File: config.mk
export PLATFORM = sky130hd
export DESIGN_NAME = keyed_completion_rendezvous
export DESIGN_NICKNAME = d
export VERILOG_FILES = /design/src/design/krv_pkg.sv /design/src/design/krv_table.sv /design/src/design/keyed_completion_rendezvous.sv
export SDC_FILE = /design/constraint.sdc
export NUM_CORES = 1
export LEC_CHECK = 0
export ABC_AREA = 1
export ABC_CLOCK_PERIOD_IN_PS = 5300
export BUFFER_PORTS_ARGS = -buffer_cell sky130_fd_sc_hd__buf_2
export CORE_ASPECT_RATIO = 1.4
export CORE_UTILIZATION = 35
export CTS_CLUSTER_DIAMETER = 150
export CTS_CLUSTER_SIZE = 14
export DETAILED_ROUTE_END_ITERATION = 7
export GPL_ROUTABILITY_DRIVEN = 1
export GPL_TIMING_DRIVEN = 1
export MAX_ROUTING_LAYER = met4
export PLACE_DENSITY = 0.59
export SETUP_SLACK_MARGIN = 0.05
export SLEW_MARGIN = 20
export SYNTH_ARGS = -nofsm -noshare
export SYNTH_HDL_FRONTEND = slang
export SYNTH_SLANG_ARGS = --single-unit
File: constraint.sdc
create_clock -name i_clk -period 5.3 [get_ports i_clk]
set_clock_uncertainty 0.2 [all_clocks]
set_input_delay 0.265 -clock i_clk [delete_from_list [all_inputs] [get_ports i_clk]]
set_output_delay 0.265 -clock i_clk [all_outputs]
set_load 0.02 [all_outputs]
File: src/design/krv_pkg.sv
// Shared constants and types for the keyed completion rendezvous block.
`default_nettype none
package krv_pkg;
    localparam int KEY_W           = 32;
    localparam int CNT_W           = 6;
    localparam int EXP_W           = 7;
    localparam int DEFAULT_ENTRIES = 16;

    localparam logic [EXP_W-1:0] EXP_ONE   = EXP_W'(1);
    localparam logic [EXP_W-1:0] EXP_MAX   = EXP_W'(64);
    localparam logic [EXP_W-1:0] EXP_RESET = EXP_W'(1);

    typedef struct packed {
        logic fire;
        logic full;
    } t_report_status;
endpackage
`default_nettype wire

File: src/design/krv_table.sv
// Associative key table: parallel lookup, lowest-free allocation and count update.
`default_nettype none
module krv_table
    import krv_pkg::*;
#(
    parameter int TABLE_ENTRIES = DEFAULT_ENTRIES
) (
    input  wire logic             i_clk,
    input  wire logic             i_rst_n,
    input  wire logic             i_req,
    input  wire logic [KEY_W-1:0] i_key,
    input  wire logic [EXP_W-1:0] i_expect,
    output t_report_status        o_status
);
    logic [TABLE_ENTRIES-1:0] r_valid;
    logic [KEY_W-1:0]         r_key   [TABLE_ENTRIES];
    logic [CNT_W-1:0]         r_count [TABLE_ENTRIES];

    logic [TABLE_ENTRIES-1:0] hit_vec;
    logic [TABLE_ENTRIES-1:0] hit_oh;
    logic [TABLE_ENTRIES-1:0] free_vec;
    logic [TABLE_ENTRIES-1:0] free_oh;
    logic [CNT_W-1:0]         hit_count;
    logic [EXP_W-1:0]         n_count;
    logic                     any_hit;
    logic                     full;
    logic                     done;

    always_comb begin
        for (int i = 0; i < TABLE_ENTRIES; i++) begin
            hit_vec[i] = r_valid[i] && (r_key[i] == i_key);
        end
    end

    assign free_vec = ~r_valid;
    assign hit_oh   = hit_vec & (~hit_vec + TABLE_ENTRIES'(1));
    assign free_oh  = free_vec & (~free_vec + TABLE_ENTRIES'(1));
    assign any_hit  = |hit_vec;
    assign full     = ~|free_vec;

    always_comb begin
        hit_count = '0;
        for (int i = 0; i < TABLE_ENTRIES; i++) begin
            hit_count = hit_count | (r_count[i] & {CNT_W{hit_oh[i]}});
        end
    end

    assign n_count = {1'b0, hit_count} + EXP_ONE;
    assign done    = n_count >= i_expect;

    assign o_status.fire = any_hit && done;
    assign o_status.full = !any_hit && full;

    always_ff @(posedge i_clk) begin
        if (!i_rst_n) begin
            r_valid <= '0;
        end else if (i_req) begin
            for (int i = 0; i < TABLE_ENTRIES; i++) begin
                if (any_hit) begin
                    if (hit_oh[i] && done) begin
                        r_valid[i] <= 1'b0;
                    end
                end else if (free_oh[i]) begin
                    r_valid[i] <= 1'b1;
                end
            end
        end
    end

    always_ff @(posedge i_clk) begin
        if (i_req) begin
            for (int i = 0; i < TABLE_ENTRIES; i++) begin
                if (any_hit) begin
                    if (hit_oh[i]) begin
                        r_count[i] <= n_count[CNT_W-1:0];
                    end
                end else if (free_oh[i]) begin
                    r_key[i]   <= i_key;
                    r_count[i] <= CNT_W'(1);
                end
            end
        end
    end
endmodule
`default_nettype wire

File: src/design/keyed_completion_rendezvous.sv
// Top level: report input register, expected-count register and result register.
// An accepted report is held in the input register, then looked up and its outcome taken in
// the result register. Throughput: one report per cycle; busy is never raised and the
// receiver cannot stall; lookup and update are one pass of compare logic between registers.
// Reset: synchronous, active low; clears the table valid bits, the pending
// report, the result strobe and sets the expected count to 1.
`default_nettype none
module keyed_completion_rendezvous
    import krv_pkg::*;
#(
    parameter int TABLE_ENTRIES = DEFAULT_ENTRIES
) (
    input  wire logic             i_clk,
    input  wire logic             i_rst_n,
    input  wire logic             start,
    output logic                  busy,
    input  wire logic [KEY_W-1:0] i_block_number,
    input  wire logic             i_cfg_valid,
    output logic                  o_cfg_ready,
    input  wire logic [EXP_W-1:0] i_cfg_data,
    output logic                  o_done,
    output logic                  o_fire,
    output logic [KEY_W-1:0]      o_fired_block,
    output logic                  o_table_full
);
    logic             r_req;
    logic [KEY_W-1:0] r_key;
    logic [EXP_W-1:0] r_expect;
    logic             r_done;
    logic             r_fire;
    logic [KEY_W-1:0] r_fired_block;
    logic             r_full;

    logic [EXP_W-1:0] eff_expect;
    logic             bypass;
    logic             n_fire;
    t_report_status   status;

    assign busy        = 1'b0;
    assign o_cfg_ready = 1'b1;

    always_comb begin
        if (r_expect == '0) begin
            eff_expect = EXP_ONE;
        end else if (r_expect > EXP_MAX) begin
            eff_expect = EXP_MAX;
        end else begin
            eff_expect = r_expect;
        end
    end

    assign bypass = eff_expect == EXP_ONE;

    krv_table #(
        .TABLE_ENTRIES(TABLE_ENTRIES)
    ) u_table (
        .i_clk   (i_clk),
        .i_rst_n (i_rst_n),
        .i_req   (r_req && !bypass),
        .i_key   (r_key),
        .i_expect(eff_expect),
        .o_status(status)
    );

    assign n_fire = bypass || status.fire;

    always_ff @(posedge i_clk) begin
        if (!i_rst_n) begin
            r_req    <= 1'b0;
            r_done   <= 1'b0;
            r_expect <= EXP_RESET;
        end else begin
            r_req  <= start && !busy;
            r_done <= r_req;
            if (i_cfg_valid && o_cfg_ready) begin
                r_expect <= i_cfg_data;
            end
        end
    end

    always_ff @(posedge i_clk) begin
        if (start && !busy) begin
            r_key <= i_block_number;
        end
        if (r_req) begin
            r_fire        <= n_fire;
            r_fired_block <= n_fire ? r_key : '0;
            r_full        <= !bypass && status.full;
        end
    end

    assign o_done        = r_done;
    assign o_fire        = r_fire;
    assign o_fired_block = r_fired_block;
    assign o_table_full  = r_full;

`ifndef SYNTHESIS
    a_fire_full_excl: assert property (@(posedge i_clk) disable iff (!i_rst_n)
        o_done |-> !(o_fire && o_table_full))
        else $error("fire and table_full both set");
    a_accept_to_done: assert property (@(posedge i_clk) disable iff (!i_rst_n)
        (start && !busy) |=> ##1 o_done)
        else $error("accepted item gave no result strobe");
    a_bypass_fires: assert property (@(posedge i_clk) disable iff (!i_rst_n)
        (r_req && bypass) |=> (o_fire && !o_table_full))
        else $error("unit expected count did not fire");
    a_block_zero: assert property (@(posedge i_clk) disable iff (!i_rst_n)
        (o_done && !o_fire) |-> (o_fired_block == '0))
        else $error("fired_block nonzero without fire");
`endif
endmodule
`default_nettype wire

==> results by group, run 1 <==
Global route
  – Pin count of the biggest net entering global routing: 38
  – Vias in the first global route: 22.68k
  – Global-route wire length before repair: about 150 mm
  – GRT Overall Usage: between 20% and 30%
  – Congestion Overflow GR: 0
  – Antenna violations before repair: 2

CTS
  – Htree depth: 2
  – Clk buf depth: 3
  – CTS clk-pin slew, worst paths: 0.07 ns
  – CTS tree: done
  – CTS buffer count: 55
  – Clock Sink Count: 699
  – Clk_lat worst skew: between 0.6 and 0.7 ns
  – Clock root buffer: clkbuf_16

Synthesis
  – Post-Synthesis Cells: ~2.9k
  – Sequential-to-total area share from yosys stat: 65.65%
  – Post-Synth Simple-Gate Area: between 10% and 20%
  – Synth unique cells: 58
  – Synth Area in Adders: less than 1%
  – Largest family of logic cells by synthesized area: simple AND/OR/NAND/NOR gates
  – Leading area contributor after synthesis: edfxtp_1
  – Syn Area/Cell: roughly 11 um^2
  – Post-synth top flop: edfxtp_1
  – Warnings from Yosys: 0
  – Synth Cell Area: between 30000 and 40000 um^2
  – Synth Area in XOR/XNOR: 4.922%
  – Number of synthesized flops with an enable pin: 668
  – Asr flop ratio synth: 0%
  – Synth area leaders: edfxtp_1, nand2_1, nor2_1, inv_1, xor2_1
  – Mapped Nets: between 2k and 3k
  – Compound-cell area share of the yosys netlist: 4.628%
  – Mux contribution to synthesized area: 0%
  – FF+latch count, synth: approximately 700
  – Share of the synthesized area in the top cell type: between 60 and 70%

Power and ir drop
  – Max VDD drop: ~0.29 mV
  – Static Leak: approximately 15 nW
  – PwrDens: roughly 290 nW/um^2
  – Internal power: roughly 8.6 mW
  – Switching part of the total: approximately a quarter
  – Clk pwr share: ~34%
  – NetSw: approximately 2.9 mW
  – Reg power frac: between 50% and 60%
  – Fraction of power consumed by combinational cells: about an eighth

STA
  – Hold violation total from the final report: 0
  – Setup TNS: -1.089 ns
  – Final worst slack: -0.06003 ns
  – Final slew viol count: 0
  – Final setup fails: 28
  – Post-route clock period utilization: 101.1%
  – Minimum clock period: around 5.4 ns
  – Hold slack: ~0.14 ns
  – RSZ-0062 raised after global routing: yes
  – Worst slew margin: between 30% and 40%
  – Maximum clock rate: 186.6 MHz
  – Worst-Margin Slew: approximately 1.0 ns

Layout
  – Synth-to-layout area growth: 25.96%
  – Multi-input logic area: 9753 um^2
  – Fillers: about 8.3k
  – Share of layout cells above drive strength 1: a little under a quarter
  – Final Core Density: approximately 45%
  – Sequential cell area: 20680 um^2
  – Nets: roughly 3.4k

Die
  – Die area: about 91000 um^2
  – # IOs: 80
  – Core area: 88770 um^2
  – Die width: roughly 260 um
  – Initial Util: between 30% and 40%
  – # rows: 129
  – Die Y-Extent: 357.0 um

Critical path
  – CP max-delay cell: edfxtp_1
  – Worst-path fanout max: 8
  – Critical path arrival: 5.57 ns
  – Worst Reg-to-Reg Cells: 38
  – Critical Path RT: between 5 and 6 ns
  – Critical path launch point type: flip-flop
  – Crit-path most repeated cell: nand2_2
  – Crit end category: flip-flop
  – Crit path largest cell delay: 0.50 ns
  – Setup CP Type: flip-flop to flip-flop

Place
  – Post-DP HPWL: approximately 75 mm
  – GPL Wtd Cong: ~0.94
  – Worst slack, placed: -0.3228 ns
  – Number of buffers added on ports: 77

Min path
  – HP Class: input port to flip-flop
  – Hold depth: 3

Routing
  – DRT antenna net count: 0
  – DRC errors left: 0
  – Routed wire length: roughly 110 mm
  – Via count: 23.41k
  – Routed vias/inst: approximately 5.1
  – Routed len/inst: ~23 um
  – Iteration-0 DRC Markers: 2291
  – 1st-pass router iterations: 6

Flow run
  – Max-cap violations: 0

Status
  – Failing checks: setup timing
  – Outcome: finished, violations left
==> stage by stage <==
step / cells / power (mW) / cell area (um^2)
after global routing: 4587 / 11.75 / 39680
final: 4587 / 11.46 / 39680
after detailed placement: 4404 / 7.516 / 36300
after CTS: 4564 / 11.44 / 38970
after global placement: 4404 / 7.511 / 36300
after floorplan: 2888 / 6.825 / 31560
==> cell type report <==
cell class / instances / area share [%]
flip-flops and latches: 699 / 52.12
clock buffers: 77 / 3.677
clock inverters: 3 / 0.1230
diodes: 1 / 0.006307
inverters: 287 / 2.803
well taps: 1179 / 3.718
multi-input cells: 1805 / 24.58
repair buffers: 536 / 12.97
==> worst max-delay path: cells and delay by family, from the launching register on <==
kind / cells / cell delay [ns]
buffers and inverters: 11 / 1.40
and+or+nand+nor: 23 / 2.39
DFF: 1 / 0.50
AOI/OAI and AO/OA: 3 / 0.40
adders and majority gates: 1 / 0.21
==> layer usage <==
| layer | wire length, um | global-route usage (%) | vias up |
|---|---|---|---|
| met2 | 53350 | 40.41 | 1025 |
| met5 | 0 | - | - |
| met3 | 7272 | 2.516 | 208 |
| met4 | 4498 | 9.066 | 0 |
| met1 | 41100 | 27.92 | 11450 |
| li1 | - | - | 10726 |
==> power groups by stage <==
stage / clock [mW] / combinational (mW) / sequential (mW)
final: 3.89 / 1.40 / 6.17
after global routing: 4.11 / 1.45 / 6.18
after CTS: 3.95 / 1.32 / 6.17
after detailed placement: 0 / 1.22 / 6.30
after global placement: 0 / 1.22 / 6.30
after floorplan: 0 / 0.474 / 6.35
==> final timing paths <==
check | endpoint | startpoint | slack, ns
max | o_fired_block[17] | r_key[13] | -0.06
min | r_req | start | 0.14
max reg2reg | o_fired_block[17] | r_key[13] | -0.06
min reg2reg | u_table.r_count[1][0] | u_table.r_count[1][0] | 0.28
==> synth_stat cells (8+ instances only) <==
cell       instances
o211ai_1           8
nand2_1          732
nor3_1            28
edfxtp_1         668
nor2_2            25
buf_6             15
clkbuf_1          12
inv_1            246
o21ai_1           33
a21oi_1           28
ha_1               8
nor2_1           299
nor2_4             9
or2_0             10
or2_1              8
nand4_1           56
dfxtp_1           31
nor4_1            25
xnor2_1           82
nand2_2           12
xor2_1            95
inv_2             40
or2_2             13
buf_2             39
o2111ai_1         13
buf_4             31
o21ai_0          108
nand3_1          112
o22ai_1           35
==> state kept, by name (all words and copies together) (netlist names) <==
register / flops
r_expect: 7
o_table_full: 1
u_table.r_count: 96
r_req: 1
r_key: 32
u_table.r_valid: 16
o_fire: 1
o_fired_block: 32
u_table.r_key: 512
o_done: 1
==> kinds of logic (layout without fill, tap and decap cells) <==
logic type	Yosys count	count (layout)
and+or+nand+nor	1366	1367
DFF	699	699
buffers and inverters	385	903
AOI/OAI and AO/OA	251	251
xor gates and xnor gates	177	177
adders and majority gates	8	8
other	2	3
==> what timing repair did <==
item,CTS,global route
gates cloned,3,6
endpoints found under the hold margin,44,0
pin swaps,20,60
endpoints found under the setup margin,48,49
buffers inserted,23,18
gates resized for setup,94,116
hold buffers,54,0
==> layout by cell type (no fill, tap or decap), types with 20 or more instances in the layout <==
master,count
nand2_1,709
edfxtp_1,668
buf_4,295
nor2_1,252
inv_1,237
o21ai_0,103
xor2_1,95
nand3_1,94
buf_2,77
xnor2_1,76
buf_12,73
clkbuf_16,61
nand4_1,56
dlygate4sd3_1,54
nor2_2,53
inv_2,38
o21ai_1,35
o22ai_1,35
dfxtp_1,30
nor2_4,29
nand2_2,27
a21oi_1,26
buf_6,26
nor3_1,24
clkbuf_1,22
nor4_1,20
nand3_2,20
No activity file was read; power rests on OpenSTA's default activity.
==> run 2: changes to the inputs <==
--- a/config.mk
+++ b/config.mk
@@ -8,6 +8,8 @@
 export ABC_AREA = 1
 export ABC_CLOCK_PERIOD_IN_PS = 5300
 export BUFFER_PORTS_ARGS = -buffer_cell sky130_fd_sc_hd__buf_2
+export CELL_PAD_IN_SITES_DETAIL_PLACEMENT = 0
+export CELL_PAD_IN_SITES_GLOBAL_PLACEMENT = 1
 export CORE_ASPECT_RATIO = 1.4
 export CORE_UTILIZATION = 35
 export CTS_CLUSTER_DIAMETER = 150
@@ -16,7 +18,7 @@
 export GPL_ROUTABILITY_DRIVEN = 1
 export GPL_TIMING_DRIVEN = 1
 export MAX_ROUTING_LAYER = met4
-export PLACE_DENSITY = 0.59
+export PLACE_DENSITY = 0.69
 export SETUP_SLACK_MARGIN = 0.05
 export SLEW_MARGIN = 20
 export SYNTH_ARGS = -nofsm -noshare
==> run 2 against run 1 <==
  * The run still ends with setup timing left
  * Critical endpoint is now o_fired_block[31]
  * Final area rose by 3.6%
  * First-iteration DRC count fell by 6.4%
  * Setup slack got worse by 0.11 ns
  * Non-clock buffer count rose by 101
  * Largest cell class unchanged
  * Largest power group unchanged
  * Worst hold slack got worse by 0.0026 ns
  * Die area did not move
  * Cell count rose by 2.2%
  * Sequential cell count did not move
  * Sequential share of layout area fell by 1.8 points
  * Sequential power barely moved
  * Utilization rose by 1.6 points
==> results by group, run 2 (synthesis results as in run 1) <==
Status
  – Outcome: finished, violations left (unchanged)
  – Failing checks: setup timing (unchanged)

CTS
  – Clock Sink Count: 699 (unchanged)
  – CTS tree: done (unchanged)
  – Htree depth: 2 (unchanged)
  – Clk buf depth: 3 (unchanged)
  – CTS clk-pin slew, worst paths: 0.07 ns (about the same)
  – CTS buffer count: 55 (unchanged)
  – Clk_lat worst skew: 0.65 ns (was 0.66 ns)
  – Clock root buffer: clkbuf_16 (unchanged)

STA
  – Minimum clock period: 5.467 ns (was 5.360 ns)
  – Setup TNS: -4.202 ns (was -1.089 ns)
  – Final slew viol count: 0 (unchanged)
  – Worst-Margin Slew: 1.076 ns (was 1.002 ns)
  – Hold violation total from the final report: 0 (unchanged)
  – RSZ-0062 raised after global routing: yes (unchanged)
  – Worst slew margin: 28.25% (was 33.18%)
  – Final worst slack: -0.1675 ns (was -0.06003 ns)
  – Post-route clock period utilization: 103.2% (was 101.1%)
  – Maximum clock rate: 182.9 MHz (was 186.6 MHz)
  – Final setup fails: 33 (was 28)

Routing
  – Routed len/inst: 24.22 um (was 23.16 um)
  – 1st-pass router iterations: 5 (was 6)
  – Routed wire length: 113.5 mm (was 106.2 mm)
  – Routed vias/inst: 5.049 (was 5.103)
  – DRC errors left: 0 (unchanged)
  – DRT antenna net count: 0 (unchanged)
  – Iteration-0 DRC Markers: 2144 (was 2291)
  – Via count: 23.66k (was 23.41k)

Power and ir drop
  – Switching part of the total: 25.14% (was 25.03%)
  – Fraction of power consumed by combinational cells: 13.3% (was 12.2%)
  – Reg power frac: 53.0% (was 53.9%)
  – Static Leak: 16.06 nW (was 15.45 nW)
  – Clk pwr share: 33.7% (was 33.9%)
  – PwrDens: 282.9 nW/um^2 (was 288.8 nW/um^2)
  – Max VDD drop: 0.2646 mV (was 0.2911 mV)
  – Power consumption: 11.63 mW (was 11.46 mW)
  – NetSw: 2.923 mW (was 2.868 mW)
  – Internal power: 8.705 mW (was 8.591 mW)

Layout
  – Top reg by flops: u_table.r_key (unchanged)
  – Nets: 3536 (was 3435)
  – Largest registers: u_table.r_key (512), u_table.r_count (96) (unchanged)
  – Largest register FFs: 512 (unchanged)
  – Most common cell after layout, fill and taps aside: nand2_1 (unchanged)
  – Synth-to-layout area growth: 30.47% (was 25.96%)
  – Post-route cell area: 41100 um^2 (was 39680 um^2)
  – Final Core Density: 46.30% (was 44.69%)
  – Fillers: 8308 (was 8285)
  – Share of layout cells above drive strength 1: 28.14% (was 23.25%)
  – Most frequent cells in the layout: nand2_1, edfxtp_1, buf_4 (unchanged)
  – Number of inserted diodes: 0 (was 1)
  – Post-route non-filler standard cell count: 4687 (was 4587)

Min path
  – Hold_sp: i_block_number[11] (was start)
  – HP Class: input port to flip-flop (unchanged)
  – Hold depth: 2 (was 3)
  – Hold Path End: r_key[11] (was r_req)

Critical path
  – Critical Path RT: 5.49 ns (was 5.51 ns)
  – CP max-delay cell: edfxtp_1 (unchanged)
  – Worst Reg-to-Reg Cells: 35 (was 38)
  – Setup CP Type: flip-flop to flip-flop (unchanged)
  – R2R Setup Slk: -0.17 ns (was -0.06 ns)
  – Worst-path fanout max: 8 (unchanged)
  – Crit path largest cell delay: 0.42 ns (was 0.50 ns)
  – RR Startpoint: r_key[18] (was r_key[13])
  – Critical path launch point type: flip-flop (unchanged)
  – Crit end category: flip-flop (unchanged)
  – Reg2reg end: o_fired_block[31] (was o_fired_block[17])
  – Critical path arrival: 5.65 ns (was 5.57 ns)

Die
  – # IOs: 80 (unchanged)
  – Die area: 91220 um^2 (unchanged)
  – Core area: 88770 um^2 (unchanged)
  – Die width: 255.5 um (unchanged)
  – Die Y-Extent: 357.0 um (unchanged)
  – # rows: 129 (unchanged)
  – Initial Util: 35.48% (unchanged)

Place
  – Number of buffers added on ports: 77 (unchanged)
  – Post-DP HPWL: 81.55 mm (was 74.65 mm)
  – Placed cells: 4483 (was 4404)
  – Post-DP Area: 36700 um^2 (was 36300 um^2)
  – GPL Wtd Cong: 0.9429 (was 0.9446)

Global route
  – Congestion Overflow GR: 0 (unchanged)
  – GRT Overall Usage: 25.19% (was 23.35%)
  – Pin count of the biggest net entering global routing: 38 (unchanged)
  – Global-route wire length before repair: 160.1 mm (was 151.0 mm)
  – Antenna violations before repair: 0 (was 2)
  – Vias in the first global route: 23.09k (was 22.68k)

Flow run
  – Max-cap violations: 0 (unchanged)
run 2: cell count changes in the layout (fill, tap and decap cells not counted), moves of 5 or more:
cell / delta
buf_4: +62
nor2_1: -33
nand3_2: +16
nor2_2: +7
inv_2: +6
xnor2_1: -5
buf_12: -7
nand2_2: +19
buf_6: +40
nor2_4: +26
inv_1: -8
nand3_1: -16
nand2_1: -21
buf_8: +6
run 2: repair_timing:
action                     in CTS  in global routing
pin swaps                      85                 75
buffers inserted               48                 16
hold endpoints to repair       44                  0
hold buffers                   54                  0
gates cloned                    5                  3
setup endpoints to repair      49                 49
gates resized for setup       271                152
run 2: how the worst max path moves through the flow:
stage / slack, ns / cells after the start / endpoint / startpoint
floorplan: 0.03 / 40 / o_fired_block[22] / r_key[27]
CTS: -0.05 / 41 / o_fired_block[28] / r_key[13]
detailed placement: -0.43 / 38 / o_fired_block[23] / r_key[24]
finish: -0.17 / 35 / o_fired_block[31] / r_key[18]
global route: -0.40 / 41 / o_fired_block[26] / r_key[7]
global placement: -0.49 / 38 / o_fire / r_key[24]
run 2: power groups by stage:
stage	Clock (mW)	Combinational, mW	Sequential (mW)
after global routing	4.14	1.61	6.17
after detailed placement	0	1.28	6.29
final	3.92	1.54	6.17
after CTS	3.97	1.48	6.17
after global placement	0	1.28	6.29
after floorplan	0	0.474	6.35
run 2: metrics by stage:
step / setup WS [ns] / hold WS [ns]
after CTS: -0.05497 / 0.09326
after detailed placement: -0.4252 / 0.2433
final: -0.1675 / 0.1338
after global placement: -0.4943 / 0.2428
after global routing: -0.3982 / 0.1304
after floorplan: 0.03351 / 0.1626
run 2: routing by layer:
| metal | wire (um) | track usage [%] |
|---|---|---|
| met1 | 42680 | 28.56 |
| met2 | 58720 | 44.89 |
| met3 | 6227 | 2.374 |
| met4 | 5896 | 11.59 |
| met5 | 0 | - |
run 2: worst max-delay path, delay by kind of cell, from the launching register on:
| family | cells | cell delay (ns) |
|---|---|---|
| and+or+nand+nor | 18 | 2.21 |
| buffers and inverters | 10 | 1.26 |
| xor gates and xnor gates | 1 | 0.17 |
| AOI/OAI and AO/OA | 4 | 0.52 |
| adders and majority gates | 2 | 0.39 |
| DFF | 1 | 0.42 |
run 2: cell type report:
type | count | area [um^2] | share of cell area (%)
Timing Repair Buffer | 637 | 6018 | 14.64
Inverter | 287 | 1132 | 2.755
Multi-Input combinational cell | 1805 | 10280 | 25.01
Clock buffer | 80 | 1513 | 3.681
Sequential cell | 699 | 20680 | 50.32
Tap cell | 1179 | 1475 | 3.589
